File: config.mk
export PLATFORM = sky130hd
export DESIGN_NAME = cpu6502_alu_branch_execute_top
export DESIGN_NICKNAME = d
export VERILOG_FILES = /design/src/design/c65ab_pkg.sv /design/src/design/c65ab_front.sv /design/src/design/c65ab_queue.sv /design/src/design/c65ab_exec.sv /design/src/design/cpu6502_alu_branch_execute_top.sv
export SDC_FILE = /design/constraint.sdc
export NUM_CORES = 1
export LEC_CHECK = 0
export BUFFER_PORTS_ARGS = -buffer_cell sky130_fd_sc_hd__buf_2
export CORE_UTILIZATION = 30
export CTS_BUF_LIST = sky130_fd_sc_hd__clkbuf_8
export DETAILED_ROUTE_END_ITERATION = 8
export SLEW_MARGIN = 20
export SYNTH_ARGS = -nofsm -noshare
export SYNTH_HDL_FRONTEND = slang
export SYNTH_HIERARCHICAL = 1
export SYNTH_SLANG_ARGS = --single-unit
File: constraint.sdc
create_clock -name aclk -period 8.1 [get_ports aclk]
set_input_delay 1.62 -clock aclk [delete_from_list [all_inputs] [get_ports aclk]]
set_output_delay 1.62 -clock aclk [all_outputs]
set_load 0.1 [all_outputs]
File: src/design/c65ab_pkg.sv
// Shared types, opcode and mode codes, flag positions and beat packing
// for the 6502 ALU/branch execute block. No dependencies.
package c65ab_pkg;

    // Instruction codes
    localparam logic [3:0] FN_ADC = 4'd0;
    localparam logic [3:0] FN_AND = 4'd1;
    localparam logic [3:0] FN_ASL = 4'd2;
    localparam logic [3:0] FN_BIT = 4'd3;
    localparam logic [3:0] FN_BCC = 4'd4;
    localparam logic [3:0] FN_BCS = 4'd5;
    localparam logic [3:0] FN_BEQ = 4'd6;
    localparam logic [3:0] FN_BMI = 4'd7;
    localparam logic [3:0] FN_BNE = 4'd8;
    localparam logic [3:0] FN_BPL = 4'd9;
    localparam logic [3:0] FN_BVC = 4'd10;
    localparam logic [3:0] FN_BVS = 4'd11;
    localparam logic [3:0] FN_BRK = 4'd12;

    // Addressing modes
    localparam logic [3:0] MD_IMM  = 4'd0;
    localparam logic [3:0] MD_ZP   = 4'd1;
    localparam logic [3:0] MD_ZPX  = 4'd2;
    localparam logic [3:0] MD_ABS  = 4'd3;
    localparam logic [3:0] MD_ABSX = 4'd4;
    localparam logic [3:0] MD_ABSY = 4'd5;
    localparam logic [3:0] MD_INDX = 4'd6;
    localparam logic [3:0] MD_INDY = 4'd7;
    localparam logic [3:0] MD_ACC  = 4'd8;
    localparam logic [3:0] MD_REL  = 4'd9;
    localparam logic [3:0] MD_IMPL = 4'd10;

    // Status bit positions (NV-BDIZC)
    localparam logic [2:0] FB_C = 3'd0;
    localparam logic [2:0] FB_Z = 3'd1;
    localparam logic [2:0] FB_I = 3'd2;
    localparam logic [2:0] FB_B = 3'd4;
    localparam logic [2:0] FB_V = 3'd6;
    localparam logic [2:0] FB_N = 3'd7;

    // Configuration register indexes
    localparam int CFG_IDX_W = 1;
    localparam logic [CFG_IDX_W-1:0] CFG_RESET_VEC = 1'b0;
    localparam logic [CFG_IDX_W-1:0] CFG_BREAK_VEC = 1'b1;

    // Stack page and the BRK push sequence
    localparam logic [7:0] STACK_PAGE = 8'h01;
    localparam logic [1:0] BEAT_LAST  = 2'd2;
    localparam logic [7:0] BRK_SP_DEC = 8'd3;

    // Channel widths
    localparam int S_TDATA_W = 32;
    localparam int S_TUSER_W = 8;
    localparam int M_TDATA_W = 64;

    // Result beat bit positions in m_tdata
    localparam int OUT_CYC_LO   = 32;
    localparam int OUT_CYC_HI   = 34;
    localparam int OUT_WV_BIT   = 35;
    localparam int OUT_ILL_BIT  = 60;

    // Work classes decided by the front end
    typedef enum logic [2:0] {
        K_ADC     = 3'd0,
        K_AND     = 3'd1,
        K_ASL_A   = 3'd2,
        K_ASL_M   = 3'd3,
        K_BIT     = 3'd4,
        K_BRANCH  = 3'd5,
        K_BRK     = 3'd6,
        K_ILLEGAL = 3'd7
    } kind_t;

    // One decoded instruction held in the queue
    typedef struct packed {
        kind_t       kind;
        logic [1:0]  len;
        logic [2:0]  cycles;
        logic [7:0]  operand;
        logic [15:0] wr_addr;
        logic [2:0]  flag_sel;
        logic        want_set;
    } q_entry_t;

    // One result beat
    typedef struct packed {
        logic [7:0]  reg_a;
        logic [7:0]  status;
        logic [15:0] prog_counter;
        logic [2:0]  cycle_count;
        logic        write_valid;
        logic [15:0] write_address;
        logic [7:0]  write_data;
        logic        illegal;
        logic        last;
    } res_t;

    // Base cycles of the read modes (ADC, AND)
    function automatic logic [2:0] rd_cycles(input logic [3:0] mode);
        logic [2:0] c;
        case (mode)
            MD_IMM:  c = 3'd2;
            MD_ZP:   c = 3'd3;
            MD_ZPX:  c = 3'd4;
            MD_ABS:  c = 3'd4;
            MD_ABSX: c = 3'd4;
            MD_ABSY: c = 3'd4;
            MD_INDX: c = 3'd6;
            MD_INDY: c = 3'd5;
            default: c = 3'd0;
        endcase
        return c;
    endfunction

endpackage

File: src/design/c65ab_front.sv
// Front end: takes input beats, checks the func/mode pair and works out
// length, cycles, page penalty and write-back address. Uses c65ab_pkg.
module c65ab_front (
    input  logic                          s_tvalid,
    output logic                          s_tready,
    input  logic [c65ab_pkg::S_TDATA_W-1:0] s_tdata,
    input  logic [c65ab_pkg::S_TUSER_W-1:0] s_tuser,
    input  logic                          q_full,
    output logic                          q_wr,
    output c65ab_pkg::q_entry_t           q_wdata
);
    import c65ab_pkg::*;

    logic [3:0]  func;
    logic [3:0]  mode;
    logic [7:0]  operand;
    logic [15:0] base;
    logic [7:0]  idx;
    logic [15:0] ix_addr;
    logic        pen;

    assign func    = s_tuser[3:0];
    assign mode    = s_tuser[7:4];
    assign operand = s_tdata[7:0];
    assign base    = s_tdata[23:8];
    assign idx     = s_tdata[31:24];

    // Indexed address and page-cross check
    assign ix_addr = base + {8'h00, idx};
    assign pen     = (base[15:8] != ix_addr[15:8]);

    assign s_tready = !q_full;
    assign q_wr     = s_tvalid && !q_full;

    // Classify
    always_comb begin
        q_wdata          = '0;
        q_wdata.kind     = K_ILLEGAL;
        q_wdata.operand  = operand;
        if (mode inside {MD_ACC, MD_IMPL}) begin
            q_wdata.len = 2'd1;
        end else if (mode inside {MD_ABS, MD_ABSX, MD_ABSY}) begin
            q_wdata.len = 2'd3;
        end else begin
            q_wdata.len = 2'd2;
        end

        case (func)
            FN_ADC, FN_AND: begin
                if (mode inside {[MD_IMM:MD_INDY]}) begin
                    q_wdata.kind   = (func == FN_ADC) ? K_ADC : K_AND;
                    q_wdata.cycles = rd_cycles(mode)
                        + {2'b00, pen && (mode inside {MD_ABSX, MD_ABSY, MD_INDY})};
                end
            end
            FN_ASL: begin
                case (mode)
                    MD_ACC: begin
                        q_wdata.kind   = K_ASL_A;
                        q_wdata.cycles = 3'd2;
                    end
                    MD_ZP: begin
                        q_wdata.kind    = K_ASL_M;
                        q_wdata.cycles  = 3'd5;
                        q_wdata.wr_addr = {8'h00, base[7:0]};
                    end
                    MD_ZPX: begin
                        q_wdata.kind    = K_ASL_M;
                        q_wdata.cycles  = 3'd6;
                        q_wdata.wr_addr = {8'h00, ix_addr[7:0]};
                    end
                    MD_ABS: begin
                        q_wdata.kind    = K_ASL_M;
                        q_wdata.cycles  = 3'd6;
                        q_wdata.wr_addr = base;
                    end
                    MD_ABSX: begin
                        q_wdata.kind    = K_ASL_M;
                        q_wdata.cycles  = 3'd7;
                        q_wdata.wr_addr = ix_addr;
                    end
                    default: ;
                endcase
            end
            FN_BIT: begin
                if (mode == MD_ZP || mode == MD_ABS) begin
                    q_wdata.kind   = K_BIT;
                    q_wdata.cycles = (mode == MD_ZP) ? 3'd3 : 3'd4;
                end
            end
            FN_BCC, FN_BCS, FN_BEQ, FN_BMI, FN_BNE, FN_BPL, FN_BVC, FN_BVS: begin
                if (mode == MD_REL) begin
                    q_wdata.kind     = K_BRANCH;
                    q_wdata.cycles   = 3'd2;
                    q_wdata.want_set = func inside {FN_BCS, FN_BEQ, FN_BMI, FN_BVS};
                    if (func inside {FN_BCC, FN_BCS}) begin
                        q_wdata.flag_sel = FB_C;
                    end else if (func inside {FN_BEQ, FN_BNE}) begin
                        q_wdata.flag_sel = FB_Z;
                    end else if (func inside {FN_BMI, FN_BPL}) begin
                        q_wdata.flag_sel = FB_N;
                    end else begin
                        q_wdata.flag_sel = FB_V;
                    end
                end
            end
            FN_BRK: begin
                if (mode == MD_IMM || mode == MD_IMPL) begin
                    q_wdata.kind   = K_BRK;
                    q_wdata.cycles = 3'd7;
                end
            end
            default: ;
        endcase
    end

endmodule

File: src/design/c65ab_queue.sv
// Small FIFO of decoded instructions between front and back end.
// Uses c65ab_pkg for the entry type.
module c65ab_queue #(
    parameter int DEPTH = 2
) (
    input  logic                aclk,
    input  logic                aresetn,
    input  logic                wr_en,
    input  c65ab_pkg::q_entry_t wr_data,
    output logic                full,
    input  logic                rd_en,
    output c65ab_pkg::q_entry_t rd_data,
    output logic                empty
);
    import c65ab_pkg::*;

    localparam int IDX_W = (DEPTH > 1) ? $clog2(DEPTH) : 1;
    localparam int CNT_W = $clog2(DEPTH + 1);
    localparam logic [IDX_W-1:0] PTR_MAX  = IDX_W'(DEPTH - 1);
    localparam logic [CNT_W-1:0] CNT_FULL = CNT_W'(DEPTH);

    q_entry_t         slot_reg [DEPTH];
    logic [IDX_W-1:0] wr_ptr_reg, wr_ptr_next;
    logic [IDX_W-1:0] rd_ptr_reg, rd_ptr_next;
    logic [CNT_W-1:0] cnt_reg, cnt_next;
    logic             do_wr, do_rd;

    assign full    = (cnt_reg == CNT_FULL);
    assign empty   = (cnt_reg == '0);
    assign do_wr   = wr_en && !full;
    assign do_rd   = rd_en && !empty;
    assign rd_data = slot_reg[rd_ptr_reg];

    // Pointer and fill count
    always_comb begin
        wr_ptr_next = wr_ptr_reg;
        rd_ptr_next = rd_ptr_reg;
        cnt_next    = cnt_reg;
        if (do_wr) begin
            wr_ptr_next = (wr_ptr_reg == PTR_MAX) ? '0 : wr_ptr_reg + 1'b1;
        end
        if (do_rd) begin
            rd_ptr_next = (rd_ptr_reg == PTR_MAX) ? '0 : rd_ptr_reg + 1'b1;
        end
        if (do_wr && !do_rd) begin
            cnt_next = cnt_reg + 1'b1;
        end else if (do_rd && !do_wr) begin
            cnt_next = cnt_reg - 1'b1;
        end
    end

    always_ff @(posedge aclk) begin
        if (!aresetn) begin
            wr_ptr_reg <= '0;
            rd_ptr_reg <= '0;
            cnt_reg    <= '0;
        end else begin
            wr_ptr_reg <= wr_ptr_next;
            rd_ptr_reg <= rd_ptr_next;
            cnt_reg    <= cnt_next;
        end
    end

    // Storage, no reset
    always_ff @(posedge aclk) begin
        if (do_wr) begin
            slot_reg[wr_ptr_reg] <= wr_data;
        end
    end

endmodule

File: src/design/c65ab_exec.sv
// Back end: holds A, P, PC, SP and the break vector, executes queued
// instructions and drives the result register. Uses c65ab_pkg.
module c65ab_exec (
    input  logic                              aclk,
    input  logic                              aresetn,
    input  logic                              q_empty,
    input  c65ab_pkg::q_entry_t               q_rdata,
    output logic                              q_rd,
    input  logic                              cfg_wr,
    input  logic [c65ab_pkg::CFG_IDX_W-1:0]   cfg_idx,
    input  logic [15:0]                       cfg_wdata,
    output logic                              res_valid,
    input  logic                              res_ready,
    output c65ab_pkg::res_t                   res
);
    import c65ab_pkg::*;

    logic [7:0]  a_reg, a_next;
    logic [7:0]  p_reg, p_next;
    logic [15:0] pc_reg, pc_next;
    logic [7:0]  sp_reg, sp_next;
    logic [15:0] brk_vec_reg;
    logic [1:0]  beat_reg;
    logic        valid_reg;
    res_t        res_reg, res_next;

    q_entry_t    e;
    logic [15:0] pc_adv;
    logic [15:0] tgt;
    logic [8:0]  sum;
    logic [7:0]  r;
    logic        taken;
    logic        final_beat;
    logic        fire;

    assign e      = q_rdata;
    assign fire   = !q_empty && (!valid_reg || res_ready);
    assign q_rd   = fire && final_beat;
    assign res_valid = valid_reg;
    assign res    = res_reg;

    assign pc_adv = pc_reg + {14'd0, e.len};
    assign tgt    = pc_adv + {{8{e.operand[7]}}, e.operand};
    assign sum    = {1'b0, a_reg} + {1'b0, e.operand} + {8'd0, p_reg[FB_C]};
    assign taken  = (p_reg[e.flag_sel] == e.want_set);

    // Execute the head entry
    always_comb begin
        a_next     = a_reg;
        p_next     = p_reg;
        pc_next    = pc_adv;
        sp_next    = sp_reg;
        final_beat = 1'b1;
        r          = '0;
        res_next   = '0;
        res_next.cycle_count = e.cycles;

        case (e.kind)
            K_ADC: begin
                a_next       = sum[7:0];
                p_next[FB_C] = sum[8];
                p_next[FB_V] = (sum[7] ^ a_reg[7]) & (sum[7] ^ e.operand[7]);
                p_next[FB_N] = sum[7];
                p_next[FB_Z] = (sum[7:0] == 8'h00);
            end
            K_AND: begin
                a_next       = a_reg & e.operand;
                p_next[FB_N] = a_next[7];
                p_next[FB_Z] = (a_next == 8'h00);
            end
            K_ASL_A: begin
                a_next       = {a_reg[6:0], 1'b0};
                p_next[FB_C] = a_reg[7];
                p_next[FB_N] = a_reg[6];
                p_next[FB_Z] = (a_reg[6:0] == 7'd0);
            end
            K_ASL_M: begin
                r            = {e.operand[6:0], 1'b0};
                p_next[FB_C] = e.operand[7];
                p_next[FB_N] = r[7];
                p_next[FB_Z] = (r == 8'h00);
                res_next.write_valid   = 1'b1;
                res_next.write_address = e.wr_addr;
                res_next.write_data    = r;
            end
            K_BIT: begin
                p_next[FB_V] = e.operand[6];
                p_next[FB_N] = e.operand[7];
                p_next[FB_Z] = ((a_reg & e.operand) == 8'h00);
            end
            K_BRANCH: begin
                if (taken) begin
                    pc_next = tgt;
                    res_next.cycle_count = (pc_adv[15:8] != tgt[15:8]) ? 3'd4 : 3'd3;
                end
            end
            K_BRK: begin
                // Pushes: return high, return low, then P with B set
                p_next       = p_reg | (8'h01 << FB_I);
                pc_next      = brk_vec_reg;
                sp_next      = sp_reg - BRK_SP_DEC;
                final_beat   = (beat_reg == BEAT_LAST);
                res_next.write_valid   = 1'b1;
                res_next.write_address = {STACK_PAGE, sp_reg - {6'd0, beat_reg}};
                case (beat_reg)
                    2'd0:    res_next.write_data = pc_adv[15:8];
                    2'd1:    res_next.write_data = pc_adv[7:0];
                    default: res_next.write_data = p_reg | (8'h01 << FB_B);
                endcase
            end
            default: begin
                pc_next = pc_reg;
                res_next.cycle_count = 3'd0;
                res_next.illegal     = 1'b1;
            end
        endcase

        res_next.reg_a        = a_next;
        res_next.status       = p_next;
        res_next.prog_counter = pc_next;
        res_next.last         = final_beat;
    end

    // Architectural state, break vector and beat counter
    always_ff @(posedge aclk) begin
        if (!aresetn) begin
            a_reg       <= '0;
            p_reg       <= '0;
            pc_reg      <= '0;
            sp_reg      <= '0;
            brk_vec_reg <= '0;
            beat_reg    <= '0;
            valid_reg   <= 1'b0;
        end else begin
            if (fire) begin
                valid_reg <= 1'b1;
            end else if (res_ready) begin
                valid_reg <= 1'b0;
            end
            if (fire) begin
                if (final_beat) begin
                    a_reg    <= a_next;
                    p_reg    <= p_next;
                    pc_reg   <= pc_next;
                    sp_reg   <= sp_next;
                    beat_reg <= '0;
                end else begin
                    beat_reg <= beat_reg + 1'b1;
                end
            end
            // Config must only arrive while idle, which the block does not enforce; a reset vector write loads PC
            if (cfg_wr) begin
                case (cfg_idx)
                    CFG_RESET_VEC: pc_reg      <= cfg_wdata;
                    CFG_BREAK_VEC: brk_vec_reg <= cfg_wdata;
                    default: ;
                endcase
            end
        end
    end

    // Result payload
    always_ff @(posedge aclk) begin
        if (fire) begin
            res_reg <= res_next;
        end
    end

endmodule

File: src/design/cpu6502_alu_branch_execute_top.sv
// Top level of the 6502 ALU/branch execute block: front end, queue and
// back end. Uses c65ab_pkg, c65ab_front, c65ab_queue, c65ab_exec.
//
//  channel | dir | handshake           | payload
//  --------+-----+---------------------+---------------------------------------
//  s_      | in  | s_tvalid / s_tready | s_tdata, s_tuser (func, mode)
//  m_      | out | m_tvalid / m_tready | m_tdata, m_tlast
//  cfg_    | in  | cfg_valid/cfg_ready | cfg_index, cfg_data
//
// One instruction per cycle sustained while m_tready is high; BRK gives three
// push beats, as the back end's single result register carries one beat a cycle.
// An input beat passes through the queue, then the result register, before it
// leaves as a result beat. The A/P/PC update in the back end sets the per-cycle
// limit. Reset is synchronous, active low: empties the queue and result register,
// clears A, P, SP, the break vector and PC. The queue lets the input keep
// flowing for QUEUE_DEPTH beats while m_tready is low.
module cpu6502_alu_branch_execute_top #(
    parameter int QUEUE_DEPTH = 2
) (
    input  logic                                aclk,
    input  logic                                aresetn,
    // input stream
    input  logic                                s_tvalid,
    output logic                                s_tready,
    // [7:0] operand, [23:8] base_address, [31:24] index
    input  logic [c65ab_pkg::S_TDATA_W-1:0]     s_tdata,
    // [3:0] func, [7:4] mode
    input  logic [c65ab_pkg::S_TUSER_W-1:0]     s_tuser,
    // result stream
    output logic                                m_tvalid,
    input  logic                                m_tready,
    // [7:0] reg_a, [15:8] status, [31:16] prog_counter, [34:32] cycle_count,
    // [35] write_valid, [51:36] write_address, [59:52] write_data,
    // [60] illegal, [63:61] zero
    output logic [c65ab_pkg::M_TDATA_W-1:0]     m_tdata,
    output logic                                m_tlast,
    // configuration writes
    input  logic                                cfg_valid,
    output logic                                cfg_ready,
    input  logic [c65ab_pkg::CFG_IDX_W-1:0]     cfg_index,
    input  logic [15:0]                         cfg_data
);
    import c65ab_pkg::*;

    q_entry_t q_wdata, q_rdata;
    logic     q_wr, q_rd, q_full, q_empty;
    res_t     res;

    assign cfg_ready = 1'b1;

    c65ab_front u_front (
        .s_tvalid (s_tvalid),
        .s_tready (s_tready),
        .s_tdata  (s_tdata),
        .s_tuser  (s_tuser),
        .q_full   (q_full),
        .q_wr     (q_wr),
        .q_wdata  (q_wdata)
    );

    c65ab_queue #(
        .DEPTH (QUEUE_DEPTH)
    ) u_queue (
        .aclk    (aclk),
        .aresetn (aresetn),
        .wr_en   (q_wr),
        .wr_data (q_wdata),
        .full    (q_full),
        .rd_en   (q_rd),
        .rd_data (q_rdata),
        .empty   (q_empty)
    );

    c65ab_exec u_exec (
        .aclk      (aclk),
        .aresetn   (aresetn),
        .q_empty   (q_empty),
        .q_rdata   (q_rdata),
        .q_rd      (q_rd),
        .cfg_wr    (cfg_valid),
        .cfg_idx   (cfg_index),
        .cfg_wdata (cfg_data),
        .res_valid (m_tvalid),
        .res_ready (m_tready),
        .res       (res)
    );

    // Pack the result beat
    assign m_tdata = {3'b000, res.illegal, res.write_data, res.write_address,
                      res.write_valid, res.cycle_count, res.prog_counter,
                      res.status, res.reg_a};
    assign m_tlast = res.last;

endmodule

==> results.cfg, run 1 <==
[run_status]
outcome = finished clean

[sta]
period_needed_ns = 4.89
worstMarginPinSlew_ns = 0.921
fmax_mhz = 205
finalSetupViolations = 0
fin_crit_sh = 0.603
finalSetupTns_ns = 0
finalMaxSlewViolations = 0
worst_clock_skew_ns = 0.0208
rsz0062_at_grt = false
hold_violations = 0
relSlewSlack = 0.385

[critical_path]
critical_path_required_ns = 8.33
critPathSlowestCell = mux2_2
critical-path-max-stage-delay_ns = 0.43
path_buf_inv = 2
crit_fanout = 36
path_cells = buf_4 -> mux2_2 -> ha_1 -> a21o_1 -> nand3_2 -> or3_1 -> xor2_1 -> clkinv_1 -> ha_1 -> nand3_1 -> nor2_1 -> nand3_1 -> mux2i_1 -> a311oi_1 -> and4_1 -> nand3_2 -> a22o_1
critical_path_class = reg2reg
crit_family = simple AND/OR/NAND/NOR gates
worstPathArrival_ns = 5.12
worst_setup_path_end_kind = flop
start_kind = flop

[pwr]
ir_worst_vdd_mv = 0.162
power.density_mw_per_mm2 = 391
leakage_uw = 0.00501

[floorplan]
die_area_mm2 = 0.0402
core_mm2 = 0.0387
ios = 130
start_util = 0.305
dieWidth_um = 200
row_count = 72
die_h_um = 200

[place]
place.port_buffers = 122
hpwl_mm = 25.3
gp_congestion = 0.929

[finish]
areaGrowthSynthToFinish_pct = 12.1
largest_reg_flops = 72
nets = 1412
drive_gt1_frac = 0.176
utilization = 0.342

[global_routing]
grt_pass1_vias = 9452
antenna_found_initial = 1
use_met1 = 0.228
grt_overflow = 0
use_met2 = 0.288
grt_first_pass_wirelength_mm = 53.9
met3_usage = 0.0260
track_usage = 0.170
grt_max_degree = 79
grt-busiest-layer = met2

[synthesis]
synth_common_cells = edfxtp_1 (131), nand2_1 (122), nor2_1 (76)
yosysMostFrequentCell = edfxtp_1
synth-seq-cells = 192
synth.cell_area_mm2 = 0.0118
synth-edff-count = 131
synth_seq_area_share = 0.436
synthCells = 1211
avgSynthCellArea_um2 = 9.75
synth.distinct_cells = 94
ys.flop_type = edfxtp_1
yosysWarnings = 6
synth_area_leaders = edfxtp_1 (33%), dfxtp_1 (10%), ha_1 (5.1%), nand2_1 (3.9%), mux2_2 (3.6%)
post-synth-top-area-cell = edfxtp_1
ys_async_sr_fraction = 0
synth_top_area_frac = 0.333

[hold_path]
hold_class = reg2reg

[clock_network]
cts_buffers = 17
path_clk_slew_ns = 0.10
cts.path.max_buffers = 2
cts_tree = done
ctsHoldBuffers = 0
cts_resized = 0
cts.htree.levels = 4
worstSkewPairLatency_ns = 0.47
postCtsSetupBuffers = 0
ctsRootBufferMaster = clkbuf_8
cts.sinks = 192

[route]
routed-via-count = 9805
drt-total-wl_mm = 34.8
drc = 0
antenna_left = 0
routed_via_density = 5.36
avgRoutedWirePerCell_um = 19.0
firstDrtPassIters = 6
drt_iter0_drc = 785

[job]
cap_violations = 0
-- logic make-up after synthesis --
| family | synth area share |
|---|---|
| adders and majority gates | 0.0610 |
| buffers and inverters | 0.0428 |
| and+or+nand+nor | 0.174 |
| DFF | 0.436 |
| other | 0.000953 |
| AOI/OAI and AO/OA | 0.198 |
| muxes | 0.0474 |
| xor gates and xnor gates | 0.0396 |
-- cell usage in the layout (no fill, tap or decap), types with 17 or more instances in the layout --
| cell type | n |
|---|---|
| and2_1 | 24 |
| a21oi_1 | 75 |
| clkbuf_8 | 17 |
| nor3_1 | 23 |
| xnor2_1 | 28 |
| nand2b_1 | 20 |
| o21ai_0 | 74 |
| xor2_1 | 19 |
| nand3_1 | 39 |
| nand4_1 | 22 |
| mux2_2 | 38 |
| inv_1 | 40 |
| nand2_1 | 122 |
| edfxtp_1 | 131 |
| dfxtp_1 | 61 |
| a21boi_0 | 28 |
| ha_1 | 48 |
| buf_2 | 122 |
| nor2_1 | 76 |
-- per-layer routing --
metal	routed length, µm	vias to the layer above
met5	0	-
met4	558	0
met3	1760	37
met2	16900	307
met1	15600	4799
li1	-	4662
-- per-stage QoR --
stage / instances / area, µm² / setup WS (ns) / total power [µW] / hold slack [ns]
5_1_grt: 1827 / 13200 / 2.84 / 5450 / 0.512
6_report: 1828 / 13200 / 3.21 / 5180 / 0.483
2_1_floorplan: 1215 / 11800 / 3.07 / 3850 / 0.441
4_1_cts: 1827 / 13200 / 3.19 / 5190 / 0.484
3_5_place_dp: 1795 / 12800 / 3.22 / 4510 / 0.467
3_3_place_gp: 1795 / 12800 / 3.29 / 4500 / 0.460
-- path summary, 6_finish.rpt --
kind | from | depth (start not counted) | slack, ns | endpoint
worst min-delay path | u_exec/brk_vec_reg[4] | 2 | 0.48 | u_exec/brk_vec_reg[4]
worst max-delay path | flop | 17 | 3.21 | u_exec/res[29]
worst max register to register | flop | 17 | 3.21 | u_exec/res[29]
worst min register to register | u_exec/brk_vec_reg[4] | 2 | 0.48 | u_exec/brk_vec_reg[4]
-- worst reg2reg max path: cells and delay by family (launching register included) --
family	cells	cell delay (ns)
AO/OA/AOI/OAI	3	0.82
XOR/XNOR	1	0.19
adder cells (fa/ha/maj)	2	0.71
buffers and inverters	2	0.62
flip-flops	1	0.32
multiplexers	2	0.59
AND/OR/NAND/NOR	7	1.40
-- area by class of cell --
type	instances	area [µm²]
multi-input combinational	910	6180
tap	518	648
sequential	192	5150
fill	4027	25500
inverter	43	161
antenna	1	2.50
clock buffer	17	234
clock inverter	15	171
timing repair buffer	132	686
-- where the power goes --
part / internal [µW] / switching (µW)
clock network: 261 / 403
logic: 765 / 2230
registers: 1380 / 135
Power figures use the tool's default switching activity.
==> inputs of run 2 (changes only) <==
clock period = 4.4 ns   (was 8.1 ns; I/O delays follow)
==> results.cfg, run 2 (synthesis gave the netlist of run 1 again) <==
[clock_network]
ctsRootBufferMaster = clkbuf_8
cts_tree = done
cts.htree.levels = 4
path_clk_slew_ns = 0.10
ctsHoldBuffers = 0
cts_buffers = 17
cts.path.max_buffers = 2
worstSkewPairLatency_ns = 0.50
cts.sinks = 192

[finish]
areaGrowthSynthToFinish_pct = 14.1
nFillCells = 4015
num_antenna_cells = 0
final_cell_mix = edfxtp_1 (131), buf_2 (122), nand2_1 (121)
largest_reg_flops = 72
drive_gt1_frac = 0.200
nets = 1441
final_common_cell = edfxtp_1
fin_area_mm2 = 0.0135
final-seq-area_mm2 = 0.00515
multi_input_area_mm2 = 0.00622

[hold_path]
holdPathEnd = u_exec/brk_vec_reg[2]
hold_class = reg2reg
hold-path-cell-count = 2
min_from = u_exec/brk_vec_reg[2]

[floorplan]
row_count = 72
die_h_um = 200
start_util = 0.305
die_area_mm2 = 0.0402
dieWidth_um = 200
core_mm2 = 0.0387
ios = 130

[place]
hpwl_mm = 25.9
place.port_buffers = 122
dpl-instance-area_mm2 = 0.0130
pre_cts_slack_ns = 0.164
gp_congestion = 0.916

[route]
routed_via_density = 5.36
drc = 0
avgRoutedWirePerCell_um = 19.0
antenna_left = 0
drt_iter0_drc = 745
drt-total-wl_mm = 35.2
routed-via-count = 9939
firstDrtPassIters = 7

[sta]
finalMaxSlewViolations = 0
relSlewSlack = 0.323
setup_ws_ns = 0.234
fmax_mhz = 240
rsz0062_at_grt = false
worstMarginPinSlew_ns = 1.02
worst_clock_skew_ns = 0.0198
finalSetupViolations = 0
finalSetupTns_ns = 0
hold_violations = 0
period_needed_ns = 4.17
fin_crit_sh = 0.947

[global_routing]
track_usage = 0.173
antenna_found_initial = 3
grt_first_pass_wirelength_mm = 54.4
use_met2 = 0.288
grt_pass1_vias = 9501
grt_overflow = 0
use_met1 = 0.229
grt-busiest-layer = met2
grt_max_degree = 62
met3_usage = 0.0300

[job]
cap_violations = 0

[critical_path]
critPathSlowestCell = o311a_4
crit_fanout = 6
critical_path_class = reg2reg
path_cells = mux2_2 -> ha_1 -> a21o_1 -> nand3_2 -> buf_4 -> xnor2_1 -> ha_1 -> a21oi_2 -> inv_1 -> o311a_4 -> o21a_1 -> or3_1 -> a211oi_2 -> nand3_2 -> a22o_1
start_kind = flop
worstPathArrival_ns = 4.42
critical-path-max-stage-delay_ns = 0.41
worst_setup_path_end_kind = flop
critical_path_required_ns = 4.65
reg2reg_setup_slack_ns = 0.23
r2r-end = u_exec/res[29]
reg2regPathDepth = 15

[run_status]
outcome = finished clean

[pwr]
combinationalPowerShare = 0.591
power.density_mw_per_mm2 = 718
seqPwrFrac = 0.288
swShare = 0.527
ir_worst_vdd_mv = 0.392
p_int_uw = 4580
power.switching_uw = 5090
p_clk_frac = 0.121
leakage_uw = 0.00515
==> run 2: cell count changes in the layout (fill, tap and decap cells not counted), sizes merged <==
cell / previous run / this run
clkbuf: 17 / 19
buf: 132 / 161
diode: 1 / 0
clkinv: 7 / 2
inv: 49 / 51
clkinvlp: 1 / 2
==> run 2: worst max-delay path: cells and delay by family, from the launching register on <==
family | cells | cell delay [ns]
compound gates | 6 | 1.48
xor+xnor | 1 | 0.20
fa+ha+maj | 2 | 0.59
flops | 1 | 0.37
simple gates | 3 | 0.62
mux | 1 | 0.38
buf+inv | 2 | 0.26
==> run 2: through the flow <==
| stage | hold slack, ns | power, µW | std cells | util |
|---|---|---|---|---|
| after floorplan | 0.441 | 7090 | 1215 | - |
| after global placement | 0.460 | 8460 | 1822 | 0.336 |
| after detailed placement | 0.460 | 8470 | 1822 | 0.336 |
| after CTS | 0.475 | 9670 | 1854 | 0.346 |
| after global routing | 0.501 | 10200 | 1856 | 0.348 |
| final | 0.471 | 9670 | 1856 | 0.348 |
==> run 2: layout make-up <==
cell class	count	share of cell area
Multi-Input combinational cell	910	0.462
Clock buffer	19	0.0194
Tap cell	518	0.0481
Clock inverter	13	0.00929
Inverter	43	0.0120
Sequential cell	192	0.383
Timing Repair Buffer	161	0.0671
==> run 2: what timing repair did <==
action,CTS,global route
setup endpoints to repair,0,2
gates resized for setup,0,8
setup buffers,0,2
==> run 2: power by group through the flow <==
stage               Combinational, µW  Sequential, µW  Clock (µW)
floorplan                        2610            4480           0
global placement                 5640            2830           0
detailed placement               5640            2830           0
CTS                              5670            2790        1210
global route                     6080            2840        1280
finish                           5720            2780        1170
==> run 2: how the worst max path moves through the flow <==
stage | from | endpoint | slack [ns] | depth (start not counted)
after detailed placement | flop | u_exec/res[29] | 0.16 | 15
final | flop | u_exec/res[29] | 0.23 | 15
after CTS | flop | u_exec/res[29] | 0.12 | 15
after floorplan | m_tready | u_queue/cnt_reg[1] | 0.11 | 10
after global placement | flop | u_exec/res[29] | 0.25 | 15
after global routing | flop | u_exec/res[29] | 0.0008 | 16
==> run 2: per-layer routing <==
metal	wire length, µm	vias to the layer above
met5	16	-
met4	774	4
met3	2170	52
met2	17000	349
met1	15300	4812
li1	-	4722
